===== config.mk =====
export PLATFORM = sky130hd
export DESIGN_NAME = fraction_add_reduce_unit
export DESIGN_NICKNAME = d
export VERILOG_FILES = /design/src/hw/rtl/far_pkg.sv /design/src/hw/rtl/far_div.sv /design/src/hw/rtl/fraction_add_reduce_unit.sv
export SDC_FILE = /design/constraint.sdc
export NUM_CORES = 2
export LEC_CHECK = 0
export BUFFER_PORTS_ARGS = -buffer_cell sky130_fd_sc_hd__buf_2
export CAP_MARGIN = 20
export CORE_ASPECT_RATIO = 2
export CORE_UTILIZATION = 50
export CTS_CLUSTER_SIZE = 40
export DETAILED_ROUTE_END_ITERATION = 8
export PLACE_DENSITY = 0.67
export RECOVER_POWER = 100
export SKIP_LAST_GASP = 1
export SLEW_MARGIN = 15
export SYNTH_ARGS = -nofsm -noshare
export SYNTH_HDL_FRONTEND = slang
export SYNTH_HIERARCHICAL = 1
export SYNTH_SLANG_ARGS = --single-unit

===== constraint.sdc =====
create_clock -name clk -period 9.7 [get_ports clk]
set_input_delay 0.485 -clock clk [delete_from_list [all_inputs] [get_ports clk]]
set_output_delay 0.485 -clock clk [all_outputs]
set_load 0.1 [all_outputs]

===== src/hw/rtl/far_pkg.sv =====
// Package for the fraction add and reduce unit.
// Holds widths, the payload structs and the sequencer state type.
// No dependencies.
package far_pkg;

	localparam int VALUE_BITS = 16;
	localparam int NUM_BITS   = 2 * VALUE_BITS + 1;
	localparam int DEN_BITS   = 2 * VALUE_BITS;
	localparam int CNT_BITS   = $clog2(NUM_BITS + 1);

	typedef struct packed {
		logic                  operation;
		logic [VALUE_BITS-1:0] a_num;
		logic [VALUE_BITS-1:0] a_den;
		logic [VALUE_BITS-1:0] b_num;
		logic [VALUE_BITS-1:0] b_den;
	} item_t;

	typedef struct packed {
		logic [NUM_BITS-1:0] res_num;
		logic [DEN_BITS-1:0] res_den;
		logic                is_empty;
	} result_t;

	localparam logic OP_NORMALIZE = 1'b0;
	localparam logic OP_ADD       = 1'b1;

	typedef enum logic [3:0] {
		ST_IDLE,
		ST_MUL0,
		ST_MUL1,
		ST_MUL2,
		ST_MUL3,
		ST_CHECK,
		ST_GCD,
		ST_DIVN_GO,
		ST_DIVN_WAIT,
		ST_DIVD_GO,
		ST_DIVD_WAIT
	} far_state_t;

endpackage


===== src/hw/rtl/far_div.sv =====
// Shared restoring divider, one quotient bit per cycle.
// Depends on far_pkg for operand widths.
module far_div import far_pkg::*; (
	input  logic                clk,
	input  logic                arst_n,
	input  logic                start,
	input  logic [NUM_BITS-1:0] dividend,
	input  logic [NUM_BITS-1:0] divisor,
	output logic                done,
	output logic [NUM_BITS-1:0] quotient
);

	logic                run_q;
	logic                done_q;
	logic [CNT_BITS-1:0] cnt_q;
	logic [NUM_BITS-1:0] quo_q;
	logic [NUM_BITS-1:0] rem_q;
	logic [NUM_BITS-1:0] div_q;
	logic [NUM_BITS:0]   shifted;
	logic [NUM_BITS:0]   diff;
	logic                fits;

	assign shifted = {rem_q, quo_q[NUM_BITS-1]};
	assign fits    = shifted >= {1'b0, div_q};
	assign diff    = shifted - {1'b0, div_q};

	always_ff @(posedge clk or negedge arst_n) begin
		if (!arst_n) begin
			run_q  <= 1'b0;
			done_q <= 1'b0;
			cnt_q  <= '0;
		end else begin
			done_q <= 1'b0;
			if (start) begin
				run_q <= 1'b1;
				cnt_q <= '0;
			end else if (run_q) begin
				cnt_q <= cnt_q + 1'b1;
				if (cnt_q == CNT_BITS'(NUM_BITS - 1)) begin
					run_q  <= 1'b0;
					done_q <= 1'b1;
				end
			end
		end
	end

	always_ff @(posedge clk) begin
		if (start) begin
			quo_q <= dividend;
			rem_q <= '0;
			div_q <= divisor;
		end else if (run_q) begin
			quo_q <= {quo_q[NUM_BITS-2:0], fits};
			rem_q <= fits ? diff[NUM_BITS-1:0] : shifted[NUM_BITS-1:0];
		end
	end

	assign done     = done_q;
	assign quotient = quo_q;

endmodule


===== src/hw/rtl/fraction_add_reduce_unit.sv =====
// Top level of the fraction add and reduce unit.
// Depends on far_pkg and far_div.
//
// channel   direction  handshake          payload
// item      in         start && !busy     item_t
// result    out        done (one cycle)   result_t
//
// Normalize: an empty item or a zero numerator is answered from the check state; else the gcd
// and two divides follow. Add first forms the sum on the shared 16x16 multiplier.
// Binary gcd runs on n and d; n and d are then each divided by it on far_div.
// Busy stays high while an item is worked on; a new item is taken only when idle.
// Reset clears the sequencer; results cannot be stalled.
module fraction_add_reduce_unit import far_pkg::*; (
	input  logic    clk,
	input  logic    arst_n,
	input  logic    start,
	output logic    busy,
	input  item_t   item,
	output logic    done,
	output result_t result
);

	far_state_t state_q, state_d;

	item_t               item_q;
	logic                empty_q;
	logic [NUM_BITS-1:0] n_q;
	logic [DEN_BITS-1:0] d_q;
	logic [DEN_BITS-1:0] prod_q;
	logic [NUM_BITS-1:0] x_q;
	logic [NUM_BITS-1:0] y_q;
	logic [CNT_BITS-1:0] k_q;
	logic [NUM_BITS-1:0] g_q;
	result_t             res_q;
	logic                done_q;

	logic [VALUE_BITS-1:0] mul_a;
	logic [VALUE_BITS-1:0] mul_b;
	logic [DEN_BITS-1:0]   prod_c;
	logic                  accept;
	logic                  gcd_end;
	logic                  div_start;
	logic [NUM_BITS-1:0]   div_dividend;
	logic                  div_done;
	logic [NUM_BITS-1:0]   div_quo;

	assign accept  = start && (state_q == ST_IDLE);
	assign gcd_end = (x_q == '0) || (y_q == '0);

	always_comb begin
		unique case (state_q)
			ST_MUL0: begin
				mul_a = item_q.a_num;
				mul_b = item_q.b_den;
			end
			ST_MUL1: begin
				mul_a = item_q.a_den;
				mul_b = item_q.b_num;
			end
			default: begin
				mul_a = item_q.a_den;
				mul_b = item_q.b_den;
			end
		endcase
	end

	assign prod_c = DEN_BITS'(mul_a) * DEN_BITS'(mul_b);

	assign div_start    = (state_q == ST_DIVN_GO) || (state_q == ST_DIVD_GO);
	assign div_dividend = (state_q == ST_DIVN_GO) ? n_q : {1'b0, d_q};

	far_div u_div (
		.clk      (clk),
		.arst_n   (arst_n),
		.start    (div_start),
		.dividend (div_dividend),
		.divisor  (g_q),
		.done     (div_done),
		.quotient (div_quo)
	);

	always_ff @(posedge clk or negedge arst_n) begin
		if (!arst_n) begin
			state_q <= ST_IDLE;
		end else begin
			state_q <= state_d;
		end
	end

	always_comb begin
		state_d = state_q;
		unique case (state_q)
			ST_IDLE: begin
				if (accept) begin
					state_d = (item.operation == OP_ADD) ? ST_MUL0 : ST_CHECK;
				end
			end
			ST_MUL0:  state_d = ST_MUL1;
			ST_MUL1:  state_d = ST_MUL2;
			ST_MUL2:  state_d = ST_MUL3;
			ST_MUL3:  state_d = ST_CHECK;
			ST_CHECK: begin
				state_d = (empty_q || n_q == '0) ? ST_IDLE : ST_GCD;
			end
			ST_GCD: begin
				if (gcd_end) begin
					state_d = ST_DIVN_GO;
				end
			end
			ST_DIVN_GO: state_d = ST_DIVN_WAIT;
			ST_DIVN_WAIT: begin
				if (div_done) begin
					state_d = ST_DIVD_GO;
				end
			end
			ST_DIVD_GO: state_d = ST_DIVD_WAIT;
			ST_DIVD_WAIT: begin
				if (div_done) begin
					state_d = ST_IDLE;
				end
			end
			default: state_d = ST_IDLE;
		endcase
	end

	always_ff @(posedge clk or negedge arst_n) begin
		if (!arst_n) begin
			done_q <= 1'b0;
		end else begin
			done_q <= ((state_q == ST_CHECK) && (empty_q || n_q == '0))
				|| ((state_q == ST_DIVD_WAIT) && div_done);
		end
	end

	always_ff @(posedge clk) begin
		unique case (state_q)
			ST_IDLE: begin
				if (accept) begin
					item_q <= item;
					if (item.operation == OP_ADD) begin
						empty_q <= (item.a_den == '0) || (item.b_den == '0);
					end else begin
						empty_q <= (item.a_den == '0);
						n_q     <= NUM_BITS'(item.a_num);
						d_q     <= DEN_BITS'(item.a_den);
					end
				end
			end
			ST_MUL0: prod_q <= prod_c;
			ST_MUL1: begin
				n_q    <= NUM_BITS'(prod_q);
				prod_q <= prod_c;
			end
			ST_MUL2: begin
				n_q    <= n_q + NUM_BITS'(prod_q);
				prod_q <= prod_c;
			end
			ST_MUL3: d_q <= prod_q;
			ST_CHECK: begin
				if (empty_q) begin
					res_q <= '{res_num: '0, res_den: '0, is_empty: 1'b1};
				end else if (n_q == '0) begin
					res_q <= '{res_num: '0, res_den: d_q, is_empty: 1'b0};
				end else begin
					x_q <= n_q;
					y_q <= {1'b0, d_q};
					k_q <= '0;
				end
			end
			ST_GCD: begin
				priority if (gcd_end) begin
					g_q <= NUM_BITS'((x_q | y_q) << k_q);
				end else if (!x_q[0] && !y_q[0]) begin
					x_q <= x_q >> 1;
					y_q <= y_q >> 1;
					k_q <= k_q + 1'b1;
				end else if (!x_q[0]) begin
					x_q <= x_q >> 1;
				end else if (!y_q[0]) begin
					y_q <= y_q >> 1;
				end else if (x_q >= y_q) begin
					x_q <= x_q - y_q;
				end else begin
					y_q <= y_q - x_q;
				end
			end
			ST_DIVN_WAIT: begin
				if (div_done) begin
					res_q.res_num <= div_quo;
				end
			end
			ST_DIVD_WAIT: begin
				if (div_done) begin
					res_q.res_den  <= div_quo[DEN_BITS-1:0];
					res_q.is_empty <= 1'b0;
				end
			end
			default: ;
		endcase
	end

	assign busy   = (state_q != ST_IDLE);
	assign done   = done_q;
	assign result = res_q;

endmodule


# Word-level counts from Yosys, hierarchy flattened
# Cells that the tools add are included.
[totals] ff_bits=445 inputBits=68 elab_cells=153
[classes] n_addsub=6 mul=1 n_lt_le_gt_ge=2 eq_ne=25 n_shift=1 mux=55 bitwise_logic=1 reduce_logical=37
[ops] cell="$mux 33" count=22
[ops] cell="$pmux 33 s2" count=4
[ops] cell="$mux 66" count=2
[ops] cell="$logic_not 33->1" count=3
[ops] cell="$pmux 33 s3" count=1
[ops] cell="$sub 33x33->33" count=3
[ops] cell="$mux 32" count=2
[ops] cell="$pmux 32 s2" count=1
[ops] cell="$pmux 4 s11" count=1
[ops] cell="$mux 6" count=6
[ops] cell="$ge 34x33->1" count=1
[ops] cell="$add 33x32->33" count=1
[ops] cell="$ge 33x33->1" count=1
[ops] cell="$or 33x33->33" count=1
[ops] cell="$shl 33x6->33" count=1
[ops] cell="$logic_not 16->1" count=2
[ops] cell="$mul 16x16->32" count=1
[ops] cell="$mux 16" count=2
[ops] cell="$eq 4x3->1 const B" count=4
[ops] cell="$mux 4" count=4
[ops] cell="$ne 2x2->1 const B" count=7
[ops] cell="$add 6x1->6 const B" count=2
[ops] cell="$eq 4x4->1 const B" count=3
[ops] cell="$ne 4x4->1 const B" count=3
[ops] cell="21 further kinds" count=50

# Logic depth before layout (Yosys ltp)
[logic_depth] word_depth=7 ltp_mapped=30

# Modules after synthesis
# The synthesis kept the hierarchy.
[modules_own_cells] module="fraction_add_reduce_unit" instances=1 cells_per_inst=3098 area_each_um2=30344.1 seq_area_each_um2=10124.7
[modules_own_cells] module="far_div" instances=1 cells_per_inst=636 area_each_um2=6251.0 seq_area_each_um2=2842.7

# Worst setup path before layout
# Ideal clock, no wire load.
[synth_timing] kind="reg-to-reg" startpoint="register state_q[1]" endpoint="register prod_q[20] (data pin)" t_arrival_ps=6896 setup_slack_ps=2542 path_stages_with_launch=27 synth_period_minus_slack_ps=7158 path_cell_list="dfrtp_1 -> buf_2 -> nand2b_1 -> nor3_1 -> buf_2 -> buf_2 -> mux2i_1 -> nor2_1 -> fa_1 -> inv_1 -> fa_1 -> fa_1 -> fa_1 -> inv_1 -> fa_1 -> inv_1 -> fa_1 -> inv_1 -> ha_1 -> a21o_1 -> a21oi_1 -> a21oi_1 -> or2_1 -> a211o_1 -> a31oi_1 -> o21ai_1 -> xor2_1"
[synth_via] elab_chain_cells=3 elab_cells_between_ends=5 classes_between="1 x mul; 2 x eq/ne; 2 x mux"
[synth_lines] element="start, declared" line_no="fraction_add_reduce_unit.sv:23" text="far_state_t state_q, state_d;"
[synth_lines] element="start signal, assigned" line_no="fraction_add_reduce_unit.sv:86" text="state_q <= state_d;"
[synth_lines] element="$eq 4x1->1 or $eq 4x2->1 (tied branches)" line_no="fraction_add_reduce_unit.sv:51" text="unique case (state_q)"
[synth_lines] element="$mux 16" line_no="fraction_add_reduce_unit.sv:51"
[synth_lines] element="$mul 16x16->32 (*)" line_no="fraction_add_reduce_unit.sv:67" text="assign prod_c = DEN_BITS'(mul_a) * DEN_BITS'(mul_b);"
[synth_lines] element="named net prod_c[20]" line_no="fraction_add_reduce_unit.sv:39" text="logic [DEN_BITS-1:0] prod_c;"
[synth_lines] element="end signal, assigned" line_no="fraction_add_reduce_unit.sv:149" text="ST_MUL0: prod_q <= prod_c;"
[synth_lines] element="end signal, assigned" line_no="fraction_add_reduce_unit.sv:152" text="prod_q <= prod_c;"
[synth_lines] element="end signal, assigned" line_no="fraction_add_reduce_unit.sv:156" text="prod_q <= prod_c;"
[synth_lines] element="end, declared" line_no="fraction_add_reduce_unit.sv:29" text="logic [DEN_BITS-1:0] prod_q;"
# The timed path passes the listed nets; every way through them passes the cells marked *.
# A chain may end at the register's enable or synchronous reset.

# Worst setup path in the final report
[layout_timing] startpoint="register state_q[0]" endpoint="register prod_q[29] (data pin)"
# The elaborated chain is that of the path after synthesis.

==> metrics.txt <==
initial antenna violation count=9; CP Data Required Time=10050 ps; Num CTS Buffers=44; clock sink total=445; Final Hold Fails=0; CTS tree=done; share of post-route cells with drive strength above 1=8.23%; Post-CTS Hold Buffers=5; outcome=complete, but fails checks; Yosys top cell by area=edfxtp_1; Post-Syn Area=36600 sq um; Routed WL=149000 um; post-synth top area share=32.7%; max frequency=0.118 GHz; crit start category=flop; CP max-delay cell=dfrtp_1; DRT antenna net count=0; cells on worst reg2reg path=24; core area=72700 sq um; Worst path most repeated cell=fa_1; Initial DRC Count=2178; Setup Fix Bufs, Post-CTS=0; First-pass DRT Iterations=9; Max stage delay on crit path=650 ps; Die Ht=385 um; hpwl dp=117000 um; Synth area leaders=edfxtp_1 (33%), fa_1 (11%), ha_1 (9.2%), inv_1 (4.0%), mux2_2 (3.8%); vias per cell=6.31; fin crit period=8450 ps; register area share after synthesis=35.4%; worst-margin pin slew=4040 ps; Layout Skew=27.1 ps; post-route DRC violation count=32; capturing point of the worst reg2reg path=prod_q[29]; Tcrit/Tclk final=87.1%; first-pass GRT wire length=211000 um; CTS resizes=0; Initial Util=50.3%; area grow syn2layout=7.76%; RR Startpoint=state_q[0]; Synth Instances=3734; clk_lat worst skew=630 ps; Avg Cell Area, Syn=9.80 sq um; max cap viols=21; worst hold path type=input pin to flop; TNS Setup=0 ps; total track usage=40.0%; Site Rows=140; Critical Path Sink=prod_q[29]; vias in the first global route=31800; Hold WS=30.6 ps; grt ovf=0; PortBufs=135; CP startpoint=state_q[0]; Max clock buf depth=3; Crit path arrival time=8800 ps; RSZ-0062 raised after global routing=no; failing checks=design-rule violations, max-capacitance violations, max-slew violations; WL/cell=31.1 um; Distinct cells, synth=94; CP Capture Type=flop; largest net degree at the start of global routing=70; clk root buf=clkbuf_16; Post-synth EDFFs=399; Ys Warns=6; boundary pin count=136; Crit Path Class=flop to flop; max-slew violation count=713; crit-path cells=nand2b_1 > nor3_1 > buf_4 > mux2_1 > nand2_1 > fa_1 > fa_1 > inv_1 > fa_1 > fa_1 > fa_1 > inv_1 > fa_1 > inv_1 > ha_1 > inv_1 > o21bai_1 > a221o_1 > a31oi_1 > o21ai_0 > nand3_1 > o31ai_1 > a21oi_1 > xnor2_1; Reg2Reg Setup Slack=1250 ps; Max FO, Critical Path=39; via count=30100; H-tree depth=2; setup violators final=0; FFs w/ async S/R, synth=2.92%; total die area=74300 sq um; RD Place Congestion=1.07; Slew headroom=-170%; syn_nets=4270; Die X=193 um; clock transition at the registers of the reported paths=70 ps; Primary FF master, synth=edfxtp_1; number of synthesized register bits=445; NumNets Final=4355
placed cells by master (no fill, tap or decap), types with 66 or more instances in the layout:
cell type	synthesis	layout
fa_1	198	198
nand2b_1	66	66
inv_1	387	387
o21ai_0	167	177
nand2_1	348	349
clkbuf_1	111	144
a21oi_1	251	253
nor2_1	354	349
mux2_2	125	117
edfxtp_1	399	399
mux2i_1	79	75
ha_1	270	270
xnor2_1	103	103
Yosys cell counts, types with 36 or more instances:
cell,count
nor3_1,64
clkbuf_1,111
a21o_1,48
ha_1,270
a211oi_1,42
nand2b_1,66
edfxtp_1,399
mux2_2,125
nand2_1,348
mux2i_1,79
nor2_1,354
and2_1,43
nor4_1,46
nand3_1,51
fa_1,198
xnor2_1,103
a21oi_1,251
o21ai_0,167
xor2_1,36
inv_1,387
worst max-delay path, delay by kind of cell, from the launching register on:
family | cells | cell delay, ps
simple gates | 4 | 1000
flops | 1 | 650
compound gates | 6 | 1580
fa+ha+maj | 7 | 3390
xor+xnor | 1 | 100
buf+inv | 5 | 850
mux | 1 | 560
layout make-up:
cell class / instances / area [sq um]
Fill cell: 6642 / 33300
Multi-Input combinational cell: 2727 / 21300
Sequential cell: 445 / 13000
Inverter: 394 / 1480
Tap cell: 923 / 1150
Clock buffer: 52 / 1150
Timing Repair Buffer: 207 / 1010
Clock inverter: 27 / 343
Antenna cell: 5 / 12.5
worst min-delay path by stage:
stage / from / endpoint / depth (start not counted) / slack (ps)
floorplan: arst_n / done / 0 / 190
global route: item[19] / item_q[19] / 1 / 30
detailed placement: g_q[4] / u_div/div_q[4] / 0 / 400
global placement: g_q[7] / u_div/div_q[7] / 0 / 400
finish: item[19] / item_q[19] / 1 / 30
CTS: item[19] / item_q[19] / 1 / 2
per-layer routing:
| metal | wire length (um) | GRT usage, % | vias up |
|---|---|---|---|
| met5 | 51 | 0 | - |
| met4 | 21600 | 48.6 | 8 |
| met3 | 9840 | 9.72 | 796 |
| met2 | 77400 | 74.4 | 1451 |
| met1 | 39900 | 30.7 | 14600 |
| li1 | - | - | 13300 |
registers in the layout (all words and copies together) (netlist names), 4 cells and up:
signal / count
d_q: 32
g_q: 33
item_q: 64
k_q: 6
n_q: 33
prod_q: 32
result: 66
state_q: 4
u_div/cnt_q: 6
u_div/div_q: 33
u_div/quotient: 33
u_div/rem_q: 33
x_q: 33
y_q: 33
cell families after synthesis:
kind of cell,Yosys count,synth area share [%]
multiplexers,221,7.05
AND/OR/NAND/NOR,1116,14.1
flip-flops,445,35.4
AO/OA/AOI/OAI,783,14.0
adder cells (fa/ha/maj),468,20.1
buffers and inverters,562,6.09
XOR/XNOR,139,3.33
stage by stage:
stage	util, %	cells	worst slack [ps]	instance area [sq um]
final	54.2	4780	1250	39400
after global routing	54.2	4778	822	39400
after detailed placement	52.6	4687	1440	38300
after floorplan	-	3734	2540	36600
after global placement	52.6	4685	1510	38200
after CTS	54.8	4771	1380	39800
Power is not shown: default switching activity piles up to over one toggle a cycle in this logic, so the estimate is an artifact.
